<file path="src/mttd_pkg.sv">
// Shared types and constants for the mains-tick time-of-day clock.
// No dependencies; imported by every module of the block.
package mttd_pkg;

  // Field widths
  localparam int HOUR_W   = 5;
  localparam int MINSEC_W = 6;
  localparam int MS_W     = 10;

  // Counting limits and reset values
  localparam int HOURS_PER_DAY = 24;
  localparam int UNITS_PER_MIN = 60;
  localparam int MS_PER_SEC    = 1000;
  localparam int MS_STEP_MAX   = 999;
  localparam int MS_TICK_RST   = 20;
  localparam int HOUR_RST      = 23;
  localparam int MINSEC_RST    = 59;

  // Configuration register indexes
  localparam int CFG_IDX_W = 2;
  localparam logic [CFG_IDX_W-1:0] CFG_RUN_ENABLE  = 2'd0;
  localparam logic [CFG_IDX_W-1:0] CFG_MS_PER_TICK = 2'd1;

  // Request kind
  localparam logic ACT_TICK   = 1'b0;
  localparam logic ACT_ADJUST = 1'b1;

  // Adjust target
  localparam logic TGT_TIME  = 1'b0;
  localparam logic TGT_ALARM = 1'b1;

  // Adjust unit codes
  typedef enum logic [1:0] {
    UNIT_HOUR   = 2'd0,
    UNIT_MINUTE = 2'd1,
    UNIT_SECOND = 2'd2
  } unit_t;

  // One-step request travelling between neighboring cells
  typedef struct packed {
    logic up;
    logic down;
  } step_t;

endpackage

</file>
<file path="src/mttd_digit_cell.sv">
// One wrap-around digit of an hh:mm:ss chain with carry and borrow.
// Depends on mttd_pkg for step_t.
module mttd_digit_cell #(
  parameter int W   = 6,
  parameter int MOD = 60,
  parameter int RST = 59
) (
  input  logic            clk,
  input  logic            rst_n,
  input  mttd_pkg::step_t step_in,
  output mttd_pkg::step_t step_out,
  output logic [W-1:0]    value_nxt
);
  import mttd_pkg::*;

  logic [W-1:0] value_r;
  logic [W:0]   plus_one;

  assign plus_one = {1'b0, value_r} + {{W{1'b0}}, 1'b1};

  // Step up or down, wrapping and passing the overflow to the next digit
  always_comb begin
    value_nxt     = value_r;
    step_out.up   = 1'b0;
    step_out.down = 1'b0;
    if (step_in.up) begin
      if (plus_one >= (W+1)'(MOD)) begin
        value_nxt   = '0;
        step_out.up = 1'b1;
      end else begin
        value_nxt = plus_one[W-1:0];
      end
    end else if (step_in.down) begin
      if (value_r == '0 || value_r >= W'(MOD)) begin
        value_nxt     = W'(MOD - 1);
        step_out.down = 1'b1;
      end else begin
        value_nxt = value_r - W'(1);
      end
    end
  end

  // Hold the digit
  always_ff @(posedge clk) begin
    if (!rst_n) begin
      value_r <= W'(RST);
    end else begin
      value_r <= value_nxt;
    end
  end

endmodule

</file>
<file path="src/mttd_millis_cell.sv">
// Millisecond accumulator cell: adds the tick step and emits a second carry.
// Depends on mttd_pkg for widths, limits and step_t.
module mttd_millis_cell (
  input  logic                      clk,
  input  logic                      rst_n,
  input  logic                      tick,
  input  logic [mttd_pkg::MS_W-1:0] ms_per_tick,
  output mttd_pkg::step_t           step_out,
  output logic [mttd_pkg::MS_W-1:0] millis_nxt
);
  import mttd_pkg::*;

  logic [MS_W-1:0] millis_r;
  logic [MS_W-1:0] inc;
  logic [MS_W:0]   sum;

  // Clamp the step so one drop of a second always suffices
  assign inc = (ms_per_tick > MS_W'(MS_STEP_MAX)) ? MS_W'(MS_STEP_MAX) : ms_per_tick;
  assign sum = {1'b0, millis_r} + {1'b0, inc};

  always_comb begin
    millis_nxt    = millis_r;
    step_out.up   = 1'b0;
    step_out.down = 1'b0;
    if (tick) begin
      if (sum >= (MS_W+1)'(MS_PER_SEC)) begin
        millis_nxt  = MS_W'(sum - (MS_W+1)'(MS_PER_SEC));
        step_out.up = 1'b1;
      end else begin
        millis_nxt = sum[MS_W-1:0];
      end
    end
  end

  always_ff @(posedge clk) begin
    if (!rst_n) begin
      millis_r <= '0;
    end else begin
      millis_r <= millis_nxt;
    end
  end

endmodule

</file>
<file path="src/mains_tick_time_of_day_clock_core.sv">
// Top level of the mains-tick time-of-day clock with alarm time.
// Depends on mttd_pkg, mttd_digit_cell and mttd_millis_cell.
//
// Every request (mains tick or manual adjust) returns one result holding the
// full time, alarm time and millisecond count after it; requests may arrive
// in every cycle while in_tready is high. The state is a row of cells
// (milliseconds, seconds, minutes, hours) where each cell passes its carry or
// borrow to the next one within the cycle. Results leave through a two-entry
// output buffer, so input is taken while one result waits; in_tready drops
// only when both entries are held. Configuration writes are always ready.
module mains_tick_time_of_day_clock_core (
  input  logic                           clk,
  input  logic                           rst_n,
  // in_tdata: [0] target, [2:1] unit, [3] step_down, [7:4] zero
  input  logic                           in_tvalid,
  output logic                           in_tready,
  input  logic [7:0]                     in_tdata,
  // in_tuser: [0] action
  input  logic                           in_tuser,
  // out_tdata: [4:0] hour_now, [10:5] minute_now, [16:11] second_now,
  // [21:17] alarm_hour, [27:22] alarm_minute, [33:28] alarm_second,
  // [43:34] millis_now, [47:44] zero
  output logic                           out_tvalid,
  input  logic                           out_tready,
  output logic [47:0]                    out_tdata,
  input  logic                           cfg_valid,
  output logic                           cfg_ready,
  input  logic [mttd_pkg::CFG_IDX_W-1:0] cfg_index,
  input  logic [mttd_pkg::MS_W-1:0]      cfg_data
);
  import mttd_pkg::*;

  localparam int RES_W = 2 * (HOUR_W + 2 * MINSEC_W) + MS_W;

  // Configuration registers
  logic            run_enable_r;
  logic [MS_W-1:0] ms_per_tick_r;

  assign cfg_ready = 1'b1;

  always_ff @(posedge clk) begin
    if (!rst_n) begin
      run_enable_r  <= 1'b0;
      ms_per_tick_r <= MS_W'(MS_TICK_RST);
    end else if (cfg_valid) begin
      case (cfg_index)
        CFG_RUN_ENABLE:  run_enable_r  <= cfg_data[0];
        CFG_MS_PER_TICK: ms_per_tick_r <= cfg_data;
        default: ;
      endcase
    end
  end

  // Decode the request
  logic  in_acc;
  logic  is_adj;
  logic  tgt;
  unit_t unit;
  step_t adj_step;
  step_t hs_in [2];
  step_t mn_in [2];
  step_t sc_in [2];

  assign in_acc        = in_tvalid && in_tready;
  assign is_adj        = in_acc && (in_tuser == ACT_ADJUST);
  assign tgt           = in_tdata[0];
  assign unit          = unit_t'(in_tdata[2:1]);
  assign adj_step.up   = !in_tdata[3];
  assign adj_step.down = in_tdata[3];

  // Millisecond cell feeds the running-time seconds
  step_t           ms_carry;
  logic [MS_W-1:0] millis_nxt;

  mttd_millis_cell u_millis (
    .clk         (clk),
    .rst_n       (rst_n),
    .tick        (in_acc && (in_tuser == ACT_TICK) && run_enable_r),
    .ms_per_tick (ms_per_tick_r),
    .step_out    (ms_carry),
    .millis_nxt  (millis_nxt)
  );

  // Two chains of seconds, minutes and hours: time and alarm
  step_t              sc_out [2];
  step_t              mn_out [2];
  logic [MINSEC_W-1:0] sc_nxt [2];
  logic [MINSEC_W-1:0] mn_nxt [2];
  logic [HOUR_W-1:0]   hr_nxt [2];

  for (genvar k = 0; k < 2; k++) begin : g_chain
    logic sel;

    assign sel = is_adj && (tgt == ((k == 0) ? TGT_TIME : TGT_ALARM));

    // Route the adjust step into its cell, or the carry from below
    always_comb begin
      sc_in[k] = '0;
      mn_in[k] = sc_out[k];
      hs_in[k] = mn_out[k];
      if (k == 0) begin
        sc_in[k] = ms_carry;
      end
      if (sel) begin
        case (unit)
          UNIT_SECOND: sc_in[k] = adj_step;
          UNIT_MINUTE: mn_in[k] = adj_step;
          UNIT_HOUR:   hs_in[k] = adj_step;
          default: ;
        endcase
      end
    end

    mttd_digit_cell #(.W(MINSEC_W), .MOD(UNITS_PER_MIN), .RST(MINSEC_RST)) u_sec (
      .clk       (clk),
      .rst_n     (rst_n),
      .step_in   (sc_in[k]),
      .step_out  (sc_out[k]),
      .value_nxt (sc_nxt[k])
    );

    mttd_digit_cell #(.W(MINSEC_W), .MOD(UNITS_PER_MIN), .RST(MINSEC_RST)) u_min (
      .clk       (clk),
      .rst_n     (rst_n),
      .step_in   (mn_in[k]),
      .step_out  (mn_out[k]),
      .value_nxt (mn_nxt[k])
    );

    mttd_digit_cell #(.W(HOUR_W), .MOD(HOURS_PER_DAY), .RST(HOUR_RST)) u_hour (
      .clk       (clk),
      .rst_n     (rst_n),
      .step_in   (hs_in[k]),
      .step_out  (),
      .value_nxt (hr_nxt[k])
    );
  end

  // Result of this request: the state after it
  logic [RES_W-1:0] res;

  assign res = {millis_nxt, sc_nxt[1], mn_nxt[1], hr_nxt[1],
                sc_nxt[0], mn_nxt[0], hr_nxt[0]};

  // Two-entry output buffer
  logic [RES_W-1:0] head_r, head_nxt;
  logic [RES_W-1:0] tail_r, tail_nxt;
  logic [1:0]       cnt_r, cnt_nxt;
  logic             out_acc;

  assign out_acc    = out_tvalid && out_tready;
  assign in_tready  = (cnt_r != 2'd2);
  assign out_tvalid = (cnt_r != 2'd0);
  assign out_tdata  = {(48 - RES_W)'(0), head_r};

  always_comb begin
    head_nxt = head_r;
    tail_nxt = tail_r;
    cnt_nxt  = cnt_r;
    case ({in_acc, out_acc})
      2'b10: begin
        if (cnt_r == 2'd0) begin
          head_nxt = res;
        end else begin
          tail_nxt = res;
        end
        cnt_nxt = cnt_r + 2'd1;
      end
      2'b01: begin
        head_nxt = tail_r;
        cnt_nxt  = cnt_r - 2'd1;
      end
      2'b11: begin
        if (cnt_r == 2'd1) begin
          head_nxt = res;
        end else begin
          head_nxt = tail_r;
          tail_nxt = res;
        end
      end
      default: ;
    endcase
  end

  always_ff @(posedge clk) begin
    head_r <= head_nxt;
    tail_r <= tail_nxt;
    if (!rst_n) begin
      cnt_r <= 2'd0;
    end else begin
      cnt_r <= cnt_nxt;
    end
  end

endmodule
</file>
<file path="config.mk">
export PLATFORM = sky130hd
export DESIGN_NAME = mains_tick_time_of_day_clock_core
export DESIGN_NICKNAME = d
export VERILOG_FILES = /design/src/mttd_pkg.sv /design/src/mttd_digit_cell.sv /design/src/mttd_millis_cell.sv /design/src/mains_tick_time_of_day_clock_core.sv
export SDC_FILE = /design/constraint.sdc
export NUM_CORES = 1
export LEC_CHECK = 0
export BUFFER_PORTS_ARGS = -buffer_cell sky130_fd_sc_hd__clkbuf_2
export CAP_MARGIN = 25
export CORE_ASPECT_RATIO = 1.5
export CORE_MARGIN = 3
export CORE_UTILIZATION = 35
export DETAILED_ROUTE_END_ITERATION = 8
export GPL_TIMING_DRIVEN = 0
export PLACE_DENSITY_LB_ADDON = 0.12
export RECOVER_POWER = 100
export SLEW_MARGIN = 10
export SYNTH_ARGS = -nofsm -noshare
export SYNTH_HDL_FRONTEND = slang
export SYNTH_SLANG_ARGS = --single-unit
</file>
<file path="constraint.sdc">
create_clock -name clk -period 5.65 [get_ports clk]
set_input_delay 1.13 -clock clk [delete_from_list [all_inputs] [get_ports clk]]
set_output_delay 1.13 -clock clk [all_outputs]
set_load 0.01 [all_outputs]
</file>
# Word level (Yosys, flattened, before mapping)
# Cells that the tools add are included.
# W data, S select, Z words.
# classes
bitwise_logic	2
magnitude_cmp	14
n_mux	68
shifts	0
reduce_logical	31
n_div	0
n_eq_ne	11
add_sub_neg	16
mul	0
# ops
op	count
$mux W44	4
$pmux W44 S3	1
$mux W6	16
$pmux W44 S2	1
$mux W5	8
$mux W10	3
$add A6 B1 Y7 const B	4
$ge A7 B6 Y1 const B	4
$ge A6 B6 Y1 const B	4
$logic_not A6 Y1	4
$mux W2	12
$sub A6 B1 Y6 const B	4
$mux W1	22
$add A5 B1 Y6 const B	2
$ge A6 B5 Y1 const B	2
$add A10 B10 Y11	1
$ge A11 B10 Y1 const B	1
$ge A5 B5 Y1 const B	2
$gt A10 B10 Y1 const B	1
$logic_not A5 Y1	2
$sub A10 B10 Y10 const B	1
$sub A5 B1 Y5 const B	2
$eq A2 B1 Y1 const B	4
$ne A2 B2 Y1 const B	4
13 further kinds	33
# totals
mem_count	0
elab_cells	154
out_inout_bits	51
romBits	0
regBits	145
latch_bits	0
mem_bits_rw	0
inputBits	26

# Depth between registers and ports, before layout
# depth
depth_word	20
depth_mapped	17
depth_no_buf	16

# Modules after synthesis
# A second synthesis with hierarchy kept.
# hier_totals
cells_unflattened	881
area_unflattened_um2	9168.8
# by_module_without_submodules
module	n_inst	area_each_um2	seq_area_each_um2	cells_per_inst
mains_tick_time_of_day_clock_core	1	4032.6	2902.8	240
mttd_digit_cell (g_chain[0].u_min ...)	3	684.4	120.1	81
mttd_millis_cell	1	1308.8	200.2	168
mttd_digit_cell (g_chain[0].u_hour ...)	2	566.8	100.1	73
mttd_digit_cell (g_chain[0].u_sec)	1	640.6	120.1	84

# Worst setup path before layout
# OpenSTA, ideal clock, no wires.
# synth_path
path_type	input to register
startpoint	in in_tvalid
endpoint	reg head_r[0], enable pin
t_required_ns	5.144
path_stages	3
arrival_time_ns	4.654
path_slack_ns	0.490
path_cell_list	nor2b_1 > inv_1 > o21ai_0
# synth_between
elab_chain_len	4
word_cells_on_any_way	7
classes_between	eq/ne (4); reduce/logical (3)
# synth_lines
element	line	source
start: declaration	mains_tick_time_of_day_clock_core.sv:15	input logic in_tvalid,
$logic_and A1 B1 Y1 (*)	mains_tick_time_of_day_clock_core.sv:64	assign in_acc = in_tvalid && in_tready;
$eq A2 B2 Y1 or $eq A2 B1 Y1 (tied branches)	mains_tick_time_of_day_clock_core.sv:160	case ({in_acc, out_acc})
$ne A2 B2 Y1 (no line) or $reduce_bool A3 Y1 (tied branches)	n/a	
$reduce_and A2 Y1 (no line) (*)	n/a	
end signal: assignment	mains_tick_time_of_day_clock_core.sv:186	head_r <= head_nxt;
end: declaration	mains_tick_time_of_day_clock_core.sv:146	logic [RES_W-1:0] head_r, head_nxt;
# Mark *: on every way between the ends. The rest lies on a longest branch, timed or not.
# A chain may end at the register's enable or synchronous reset.

# Worst setup path in the final report
# layout_path
startpoint	reg ms_per_tick_r[3]
endpoint	reg head_r[7] (data pin)
# layout_between
elab_chain_len	15
word_cells_on_any_way	17
classes_between	add/sub (1); order compare (2); mux (14)
# layout_lines
element	line	source
start: declaration	mains_tick_time_of_day_clock_core.sv:37	logic [MS_W-1:0] ms_per_tick_r;
start signal: assignment	mains_tick_time_of_day_clock_core.sv:44	ms_per_tick_r <= MS_W'(MS_TICK_RST);
start signal: assignment	mains_tick_time_of_day_clock_core.sv:48	CFG_MS_PER_TICK: ms_per_tick_r <= cfg_data;
$gt A10 B10 Y1	mttd_millis_cell.sv:18	assign inc = (ms_per_tick > MS_W'(MS_STEP_MAX)) ? MS_W'(MS_STEP_MAX) : ms_per_tick;
$mux W10 (*)	mttd_millis_cell.sv:18	
$add A10 B10 Y11 (*)	mttd_millis_cell.sv:19	assign sum = {1'b0, millis_r} + {1'b0, inc};
$ge A11 B10 Y1 (*)	mttd_millis_cell.sv:26	if (sum >= (MS_W+1)'(MS_PER_SEC)) begin
$mux W1 (*)	mttd_millis_cell.sv:26	
$mux W1 (*)	mttd_millis_cell.sv:25	if (tick) begin
$mux W2	mains_tick_time_of_day_clock_core.sv:105	case (unit)
$mux W2 (*)	mains_tick_time_of_day_clock_core.sv:104	if (sel) begin
$mux W1	mttd_digit_cell.sv:26	if (step_in.up) begin
$mux W2	mains_tick_time_of_day_clock_core.sv:105	
$mux W2 (*)	mains_tick_time_of_day_clock_core.sv:104	
$mux W6	mttd_digit_cell.sv:33	end else if (step_in.down) begin
$mux W6 (*)	mttd_digit_cell.sv:26	
$mux W44, on equally long branches	mains_tick_time_of_day_clock_core.sv:174, mains_tick_time_of_day_clock_core.sv:162	
$pmux W44 S3 (*)	mains_tick_time_of_day_clock_core.sv:160	
net head_nxt[7]	mains_tick_time_of_day_clock_core.sv:146	
# The timed path passes the listed nets; every way through them passes the cells marked *. The select of a mux whose other input is x is not followed.

==> impl_metrics.csv <==
group,metric,value,unit
routing,wl_per_cell,17.58,µm
worst_setup_path,r2r_slack,810,ps
worst_setup_path,cp.required,5790,ps
timing,finClkSkew,8.933,ps
logic_synthesis,yosysMostFrequentCell,"nand2_1",
timing,period_needed,4844,ps
logic_synthesis,netlist_area,0.008383,mm²
routing,vias,6947,
logic_synthesis,synth_xor_area_share,2.194,%
pwr,p_int,2451,µW
routing,drt_iter0_drc,487,
timing,slew_viol_final,14,
logic_synthesis,synth_top_area_share,31.52,%
floorplanning,start_util,35.96,%
cts,cts_tree,"built",
pwr,ir_drop,0.2294,mV
routing,drt-pass1-iter-count,8,
logic_synthesis,synth_compound_area_share,19.84,%
floorplanning,ios,77,
place,io_buffer_count,66,
timing,post-route-period-util,85.74,%
pwr,p_switching,1202,µW
cts,h-tree-depth,4,
timing,tns,0,ps
logic_synthesis,yosys-top-cells-count,"nand2_1 (91), edfxtp_1 (88), nor2_1 (64)",
cts,clkTransAtPathRegs,60,ps
logic_synthesis,synthCells,892,
grt,grt_pass1_vias,6816,
finish,syn2layout_area_growth,15.37,%
worst_hold_path,hp-start,"ms_per_tick_r[2]",
cts,cts_resized,0,
timing,tightestPinTransition,1971,ps
outcome,status,"finished, violations left",
cts,hold_buffers,0,
cts,clkLatencyLatePin,440,ps
timing,fmax,206.4,MHz
finish,utilization,41.49,%
finish,n_fill_cell,2403,
pwr,power_frac_comb,25.7,%
logic_synthesis,synthSimpleGateAreaFrac,18.94,%
grt,antenna_found_initial,0,
floorplanning,die_area,0.02588,mm²
logic_synthesis,yosys.area_share.adder,5.104,%
place,dp_hpwl,16760,µm
pwr,p_per_area,377.7,mW/mm²
logic_synthesis,yosys.area.top_type,"edfxtp_1",
pwr,pwr-share-seq,41.3,%
worst_hold_path,hold_end,"ms_per_tick_r[2]",
finish,final_area,0.009672,mm²
pwr,totalPowerFinal,3653,µW
worst_hold_path,hold_depth,2,
logic_synthesis,synth_top_family_by_area,"compound AO/OA/AOI/OAI gates",
finish,nNetsFinal,1043,
run,drv_cap,1,
logic_synthesis,synth_seq_area_share,45.13,%
worst_hold_path,min_path_type,"reg -> reg",
routing,ant_nets,0,
worst_setup_path,worstPathArrival,4980,ps
cts,cts_root_buf,"clkbuf_16",
grt,grt_usage,17.81,%
floorplanning,coreArea,0.02331,mm²
logic_synthesis,yosys-top-cells-area,"edfxtp_1 (32%), dfxtp_1 (14%), ha_1 (4.6%)",
cts,cts_buffers,17,
logic_synthesis,async_flop_share,0,%
logic_synthesis,synth_ff_type,"edfxtp_1",
outcome,violations,"capacitance limit, slew limit",
place,place_area,0.009259,mm²
logic_synthesis,synth_seq_cells,145,
timing,rsz0062_at_grt,"false",
grt,grt-ovfl-total,0,
worst_setup_path,crit_path_start_kind,"flip-flop",
worst_setup_path,rr_endpoint,"head_r[7]",
routing,finalWirelength,23080,µm
worst_setup_path,reg2reg_from,"ms_per_tick_r[3]",
finish,insertedDiodeCount,0,
worst_setup_path,crit_type,"reg -> reg",
pwr,p_sw_share,32.90,%
logic_synthesis,synth_edf_count,88,
logic_synthesis,ys_types,77,
timing,setup_viol,0,
grt,grt_max_degree,22,
finish,drive_above_1_share,6.914,%
cts,clkSinkCount,145,
pwr,p_clk_share,33.0,%
floorplanning,die_height,195.5,µm
floorplanning,row_count,68,
pwr,leakagePower,0.003865,µW
worst_setup_path,end_kind,"flip-flop",
floorplanning,dieWidth,132.4,µm
worst_setup_path,cp_max_fo,10,
cts,post-cts-setup-buffer-count,0,
routing,drc_errors,0,
timing,hold_viol,0,
timing,relSlewSlack,-32.77,%
logic_synthesis,muxShareOfSynthArea,3.821,%
place,finalWeightedCongestion,0.9156,
logic_synthesis,ys_warn_count,0,
worst_setup_path,reg2reg_depth,17,
cts,clock_path_buffers,2,
logic_synthesis,synth.avg_cell_area,9.398,µm²
routing,drt-vias-per-instance,5.291,
grt,grt_pass1_wl,36460,µm
[kinds of logic (layout without fill, tap and decap cells)]
logic type / after synthesis / count (layout)
buffers and inverters: 103 / 206
AOI/OAI and AO/OA: 240 / 240
and+or+nand+nor: 316 / 316
muxes: 31 / 31
DFF: 145 / 145
xor gates and xnor gates: 21 / 21
other: 2 / 5
adders and majority gates: 34 / 34
[metal layers]
layer	GRT usage (%)	part of all wire, %	up-vias	wire [µm]
met5	0	0	-	0
met4	6.972	2.8	0	645
met3	3.015	3.7	38	845
met2	31.89	50	161	11600
met1	21.15	43	3297	9994
li1	-	-	3451	-
[placed cells by master, fill, tap and decap left out, types with 14 or more instances in the layout]
cell / Yosys / final
a21oi_1: 36 / 37
a22o_1: 28 / 28
clkbuf_1: 48 / 103
clkbuf_16: 0 / 17
clkbuf_2: 0 / 18
dfxtp_1: 57 / 57
edfxtp_1: 88 / 88
ha_1: 31 / 31
inv_1: 49 / 49
mux2i_1: 26 / 26
nand2_1: 91 / 91
nand2b_1: 18 / 18
nand3_1: 24 / 24
nor2_1: 64 / 64
nor3_1: 23 / 23
o21ai_0: 59 / 64
o31ai_1: 14 / 14
[registers in the layout (all words and copies together) (netlist names)]
register                flops
g_chain.u_sec.value_r      12
cnt_r                       2
tail_r                     44
g_chain.u_hour.value_r     10
head_r                     44
u_millis.millis_r          10
run_enable_r                1
g_chain.u_min.value_r      12
ms_per_tick_r              10
[per-stage QoR]
stage	setup slack, ps	hold WS, ps	cells
2_1_floorplan	489.5	436.7	895
3_3_place_gp	-1905	456.2	1276
3_5_place_dp	1058	466.6	1281
4_1_cts	1031	482.0	1313
5_1_grt	432.8	528.5	1313
6_report	805.6	480.8	1313
[how the worst max path moves through the flow]
stage                           startpoint         end  slack, ps  cells past startpoint
final                     ms_per_tick_r[3]   head_r[7]        810                     17
after floorplan                  in_tvalid   head_r[0]        490                      3
after CTS                 ms_per_tick_r[3]   head_r[7]       1030                     17
after global placement           in_tvalid  head_r[36]      -1910                      4
after detailed placement  ms_per_tick_r[3]   head_r[7]       1060                     17
after global routing      ms_per_tick_r[3]   head_r[7]        430                     17
[power groups by stage]
stage	Sequential, µW	Clock [µW]	Combinational, µW
finish	1510	1210	938
global route	1530	1270	1030
CTS	1500	1230	1110
detailed placement	1520	0	1100
global placement	1580	0	963
floorplan	1610	0	510
[area by class of cell]
cell class              instances  area (µm²)  area share (%)
clock buffers                  18       429.2           4.437
multi-input cells             647        4182           43.23
well taps                     315       394.1           4.075
inverters                      49       183.9           1.902
plain buffers                  54       221.5           2.290
flip-flops and latches        145        3784           39.12
repair buffers                 71       289.0           2.988
clock inverters                14       188.9           1.953
[critical path: stages, from the launching register on]
cell and delay [ps]:
dfxtp_1 320, o21ai_0 150, nor2_1 100, or2_2 280, ha_1 210, fa_1 410, a211o_1 370, o21a_1 140
xor2_1 150, inv_1 100, ha_1 260, inv_1 100, a41oi_1 380, o41a_1 250, clkbuf_1 450, nor2_1 120
o311ai_0 540, a41oi_1 230
Note: power is estimated with default switching activity, not from simulation.
